==> src/rtl/alt_pkg.sv <==
`default_nettype none
package alt_pkg;

  localparam int unsigned SumW = 48;

  // register indexes on the configuration port
  localparam logic [2:0] REG_LEARN_RATE     = 3'd0;
  localparam logic [2:0] REG_INITIAL_WEIGHT = 3'd1;
  localparam logic [2:0] REG_INITIAL_BIAS   = 3'd2;
  localparam logic [2:0] REG_ERROR_LIMIT    = 3'd3;
  localparam logic [2:0] REG_MAX_EPOCHS     = 3'd4;

  localparam logic [15:0]        RST_LEARN_RATE  = 16'd13107;
  localparam logic signed [31:0] RST_WEIGHT      = 32'sd13107;
  localparam logic signed [31:0] RST_BIAS        = 32'sd13107;
  localparam logic [SumW-1:0]    RST_ERROR_LIMIT = 48'd65536;
  localparam logic [7:0]         RST_MAX_EPOCHS  = 8'd20;

  typedef struct packed {
    logic              mode;
    logic signed [7:0] sample_a;
    logic signed [7:0] sample_b;
    logic signed [7:0] target_value;
    logic              end_of_epoch;
  } in_t;

  typedef struct packed {
    logic signed [31:0] net_value;
    logic signed [31:0] error_value;
    logic signed [31:0] weight_a;
    logic signed [31:0] weight_b;
    logic signed [31:0] bias_value;
    logic [SumW-1:0]    epoch_error;
    logic [7:0]         epoch_number;
    logic               done_res;
  } out_t;

  typedef enum logic [3:0] {
    ST_IDLE,
    ST_PROD,
    ST_NET,
    ST_ERR,
    ST_RATE,
    ST_MUL,
    ST_UPD,
    ST_RESTART,
    ST_FIN
  } state_t;

  typedef struct packed {
    logic load;
    logic prod;
    logic net;
    logic err;
    logic rate;
    logic mul;
    logic upd;
    logic restart;
    logic fin;
  } ctl_t;

  typedef struct packed {
    logic item_mode;
    logic out_free;
  } sts_t;

endpackage
`default_nettype wire

==> src/rtl/alt_ctrl.sv <==
`default_nettype none
module alt_ctrl (
  input  wire logic          clk,
  input  wire logic          rst,
  input  wire logic          sample_valid,
  input  wire logic          start_mode,
  output logic               sample_ready,
  input  wire alt_pkg::sts_t sts,
  output alt_pkg::ctl_t      ctl
);

  alt_pkg::state_t state, state_next;

  always_ff @(posedge clk) begin
    if (rst) begin
      state <= alt_pkg::ST_IDLE;
    end else begin
      state <= state_next;
    end
  end

  always_comb begin
    state_next   = state;
    ctl          = '0;
    sample_ready = 1'b0;
    case (state)
      alt_pkg::ST_IDLE: begin
        sample_ready = 1'b1;
        if (sample_valid) begin
          ctl.load   = 1'b1;
          state_next = start_mode ? alt_pkg::ST_RESTART : alt_pkg::ST_PROD;
        end
      end
      alt_pkg::ST_PROD: begin
        ctl.prod   = 1'b1;
        state_next = alt_pkg::ST_NET;
      end
      alt_pkg::ST_NET: begin
        ctl.net    = 1'b1;
        state_next = alt_pkg::ST_ERR;
      end
      alt_pkg::ST_ERR: begin
        ctl.err    = 1'b1;
        state_next = alt_pkg::ST_RATE;
      end
      alt_pkg::ST_RATE: begin
        ctl.rate   = 1'b1;
        state_next = alt_pkg::ST_MUL;
      end
      alt_pkg::ST_MUL: begin
        ctl.mul    = 1'b1;
        state_next = alt_pkg::ST_UPD;
      end
      alt_pkg::ST_UPD: begin
        ctl.upd    = 1'b1;
        state_next = alt_pkg::ST_FIN;
      end
      alt_pkg::ST_RESTART: begin
        ctl.restart = 1'b1;
        state_next  = alt_pkg::ST_FIN;
      end
      alt_pkg::ST_FIN: begin
        // hold here while the result word still waits
        if (sts.out_free) begin
          ctl.fin    = 1'b1;
          state_next = alt_pkg::ST_IDLE;
        end
      end
      default: begin
        state_next = alt_pkg::ST_IDLE;
      end
    endcase
  end

  a_fin_free: assert property (@(posedge clk) disable iff (rst)
    ctl.fin |-> sts.out_free)
    else $error("result written while output register full");

  a_restart_fin: assert property (@(posedge clk) disable iff (rst)
    state == alt_pkg::ST_RESTART |=> state == alt_pkg::ST_FIN)
    else $error("restart not followed by finish");

  a_upd_train: assert property (@(posedge clk) disable iff (rst)
    ctl.upd |-> !sts.item_mode)
    else $error("weight update on a restart word");

  a_accept_busy: assert property (@(posedge clk) disable iff (rst)
    (sample_valid && sample_ready) |=> state != alt_pkg::ST_IDLE)
    else $error("accepted word did not start work");

endmodule
`default_nettype wire

==> config.mk <==
export PLATFORM = sky130hd
export DESIGN_NAME = alt_ctrl
export DESIGN_NICKNAME = d
export VERILOG_FILES = /design/src/rtl/alt_pkg.sv /design/src/rtl/alt_ctrl.sv
export SDC_FILE = /design/constraint.sdc
export NUM_CORES = 1
export LEC_CHECK = 0
export ABC_AREA = 0
export BUFFER_PORTS_ARGS = -buffer_cell sky130_fd_sc_hd__buf_2
export CORE_AREA = 2 2 39 41
export DETAILED_ROUTE_END_ITERATION = 16
export DIE_AREA = 0 0 41 43
export GPL_ROUTABILITY_DRIVEN = 0
export PLACE_DENSITY_LB_ADDON = 0.1
export SYNTH_ARGS = -nofsm -noshare
export SYNTH_HDL_FRONTEND = slang
export SYNTH_SLANG_ARGS = --single-unit
==> constraint.sdc <==
create_clock -name clk -period 2.45 [get_ports clk]
set_input_delay 0.49 -clock clk [delete_from_list [all_inputs] [get_ports clk]]
set_output_delay 0.49 -clock clk [all_outputs]
set_load 0.005 [all_outputs]
==> flow_summary.ini <==
[cells_and_area]
stdcell_area_um2 = 413
reg_top3 = state x4
layout-drive-gt1-share_pct = 44.2
largest_reg_flops = 4
layout_commonest_cell = buf_2
diodes = 0
area_growth_syn_to_layout_pct = 23.1
final_cell_mix = buf_2 (14), nor3_1 (5), nor2_1 (5)
fin_cells = 68
largest_register = state
nNetsFinal = 60

[synthesis]
yosysWarnings = 0
ys_seq_area_share_pct = 23.9
synth_fa_ha_area_share_pct = 0
synthMuxAreaShare_pct = 3.36
synth_top_family_by_area = simple AND/OR/NAND/NOR gates
synth.avg_cell_area_um2 = 8.60
synth_cell_types = 23
synth-seq-cells = 4
synth_compound_area_share_pct = 17.9
synth-simple-area-share_pct = 43.3
netlist_area_um2 = 335
synthCells = 39
syn_nets = 45
yosys.area_share.xor_xnor_pct = 0

[place]
hpwl_um = 518
portBuffers = 14
place_area_um2 = 390
post-place-ws_ns = 0.917
dp_cells = 65

[clocking]
cts_max_level = 1
cts_resized = 0
cts_tree = yes
clock_path_buffers = 2
cts_inserted_buffers = 3
clk_latency_ns = 0.24
postCtsSetupBuffers = 0
cts_root_buffer = clkbuf_4
clkSinkCount = 4
clk_pin_slew_ns = 0.04
holdBufCountCts = 0

[outcome]
status = completed

[sta]
worst_slew_pin_slew_ns = 0.472
hold_viol = 0
slew_headroom_pct = 68.5
period_needed_ns = 1.77
rsz0062_at_grt = false
fmax_mhz = 566
clock_skew_ns = 0.00728
slew_violations = 0
tns_ns = 0
worst_slack_ns = 0.684
setup_violations = 0
period_share_pct = 72.1

[power]
ir_worst_vdd_mv = 0.521
power.density_nw_per_um2 = 1300
leakage_nw = 0.191

[global_route]
antenna_found_initial = 0
grtUsageTotal_pct = 8.34
top_usage_layer = met1
grtUsageMet1_pct = 11.3
grt_use_met2_pct = 10.0
grt_overflow = 0
grt_max_degree = 13
grt_use_met3_pct = 6.81
grt_pass1_wl_um = 986
grt_pass1_vias = 229

[route]
drt_wl_total_um = 679
vias = 320
drc = 0
drt_iter0_drc = 6
postRouteAntennaNets = 0
wire_per_inst_um = 9.99
routed_via_density = 4.71
firstDrtPassIters = 2

[worst_setup_path]
cp-start-kind = flop
slowest_delay_ns = 0.50
crit_path_end = ctl[4]
arrival_ns = 1.28
ff2ff_path_depth = 3
crit_path_start = state[2]
worstSetupPathType = flop to output port
required_ns = 1.96
r2r_slack_ns = 1.26
timing.rr.start = state[3]
critical_path_peak_fanout = 9
cp_slowest_cell = dfxtp_1
critical_path.cell_chain = or2b_1, nor3_1, buf_2
regToRegEndpoint = state[3]
critPathCaptureType = output port

[floorplanning]
fp.dieW_um = 41
io_pins = 16
num_rows = 14
coreArea_um2 = 1380
initial_core_util_pct = 24.2
fp.dieH_um = 43
dieArea_um2 = 1760

[hold_path]
worstHoldPathType = input pin to flop

[run]
drv_cap = 0
## through the flow
step | power, mW | util, % | hold WS, ns
6_report | 0.537 | 29.8 | 0.485
5_1_grt | 0.584 | 29.8 | 0.486
4_1_cts | 0.547 | 29.8 | 0.480
3_5_place_dp | 0.460 | 28.2 | 0.664
3_3_place_gp | 0.469 | 28.2 | 0.681
2_1_floorplan | 0.418 | - | 0.562
## worst min path at each step
stage / slack, ns / depth (start not counted) / startpoint / to
6_report: 0.48 / 2 / rst / state[1]
5_1_grt: 0.49 / 2 / rst / state[1]
4_1_cts: 0.48 / 2 / rst / state[1]
3_5_place_dp: 0.66 / 2 / state[1] / state[2]
3_3_place_gp: 0.68 / 2 / state[1] / state[2]
2_1_floorplan: 0.56 / 1 / rst / state[1]
## synthesized netlist by cell type (all sizes together)
library cell | number | area (µm²)
a2111oi | 1 | 15.0
a21oi | 1 | 5.00
and2 | 1 | 6.26
and3 | 1 | 6.26
buf | 4 | 35.0
dfxtp | 4 | 80.1
inv | 1 | 3.75
mux2 | 1 | 11.3
nand2 | 3 | 11.3
nand2b | 2 | 12.5
nand3b | 1 | 7.51
nor2 | 5 | 18.8
nor2b | 1 | 6.26
nor3 | 6 | 35.0
nor4 | 2 | 33.8
o211a | 1 | 17.5
o21a | 1 | 7.51
o21bai | 2 | 15.0
or2b | 1 | 7.51
## metal layers
metal / up-vias / part of all wire [%]
met5: - / 0
met4: 0 / 0
met3: 0 / 8.8
met2: 12 / 40
met1: 146 / 51
li1: 162 / -
## power by group
part	leakage [nW]	total, mW	internal (mW)	switching (mW)
sequential	0.0330	0.184	0.0944	0.0893
clock	0.0138	0.0826	0.0548	0.0277
combinational	0.144	0.271	0.160	0.111
total	0.191	0.537	0.309	0.228
## area by class of cell
class / instances / area (µm²)
Clock buffer: 3 / 22.5
Tap cell: 16 / 20.0
Fill cell: 150 / 971
Multi-Input combinational cell: 30 / 216
Timing Repair Buffer: 14 / 70.1
Inverter: 1 / 3.75
Sequential cell: 4 / 80.1
## kinds of logic after synthesis
logic type	count (synthesis)
buf+inv	5
compound gates	6
mux	1
flops	4
simple gates	23
## worst max-delay path, delay by kind of cell (launching register included)
family | cells | cell delay (ns)
buf+inv | 1 | 0.14
flops | 1 | 0.50
simple gates | 2 | 0.41
Note: power is estimated with default switching activity, not from simulation.
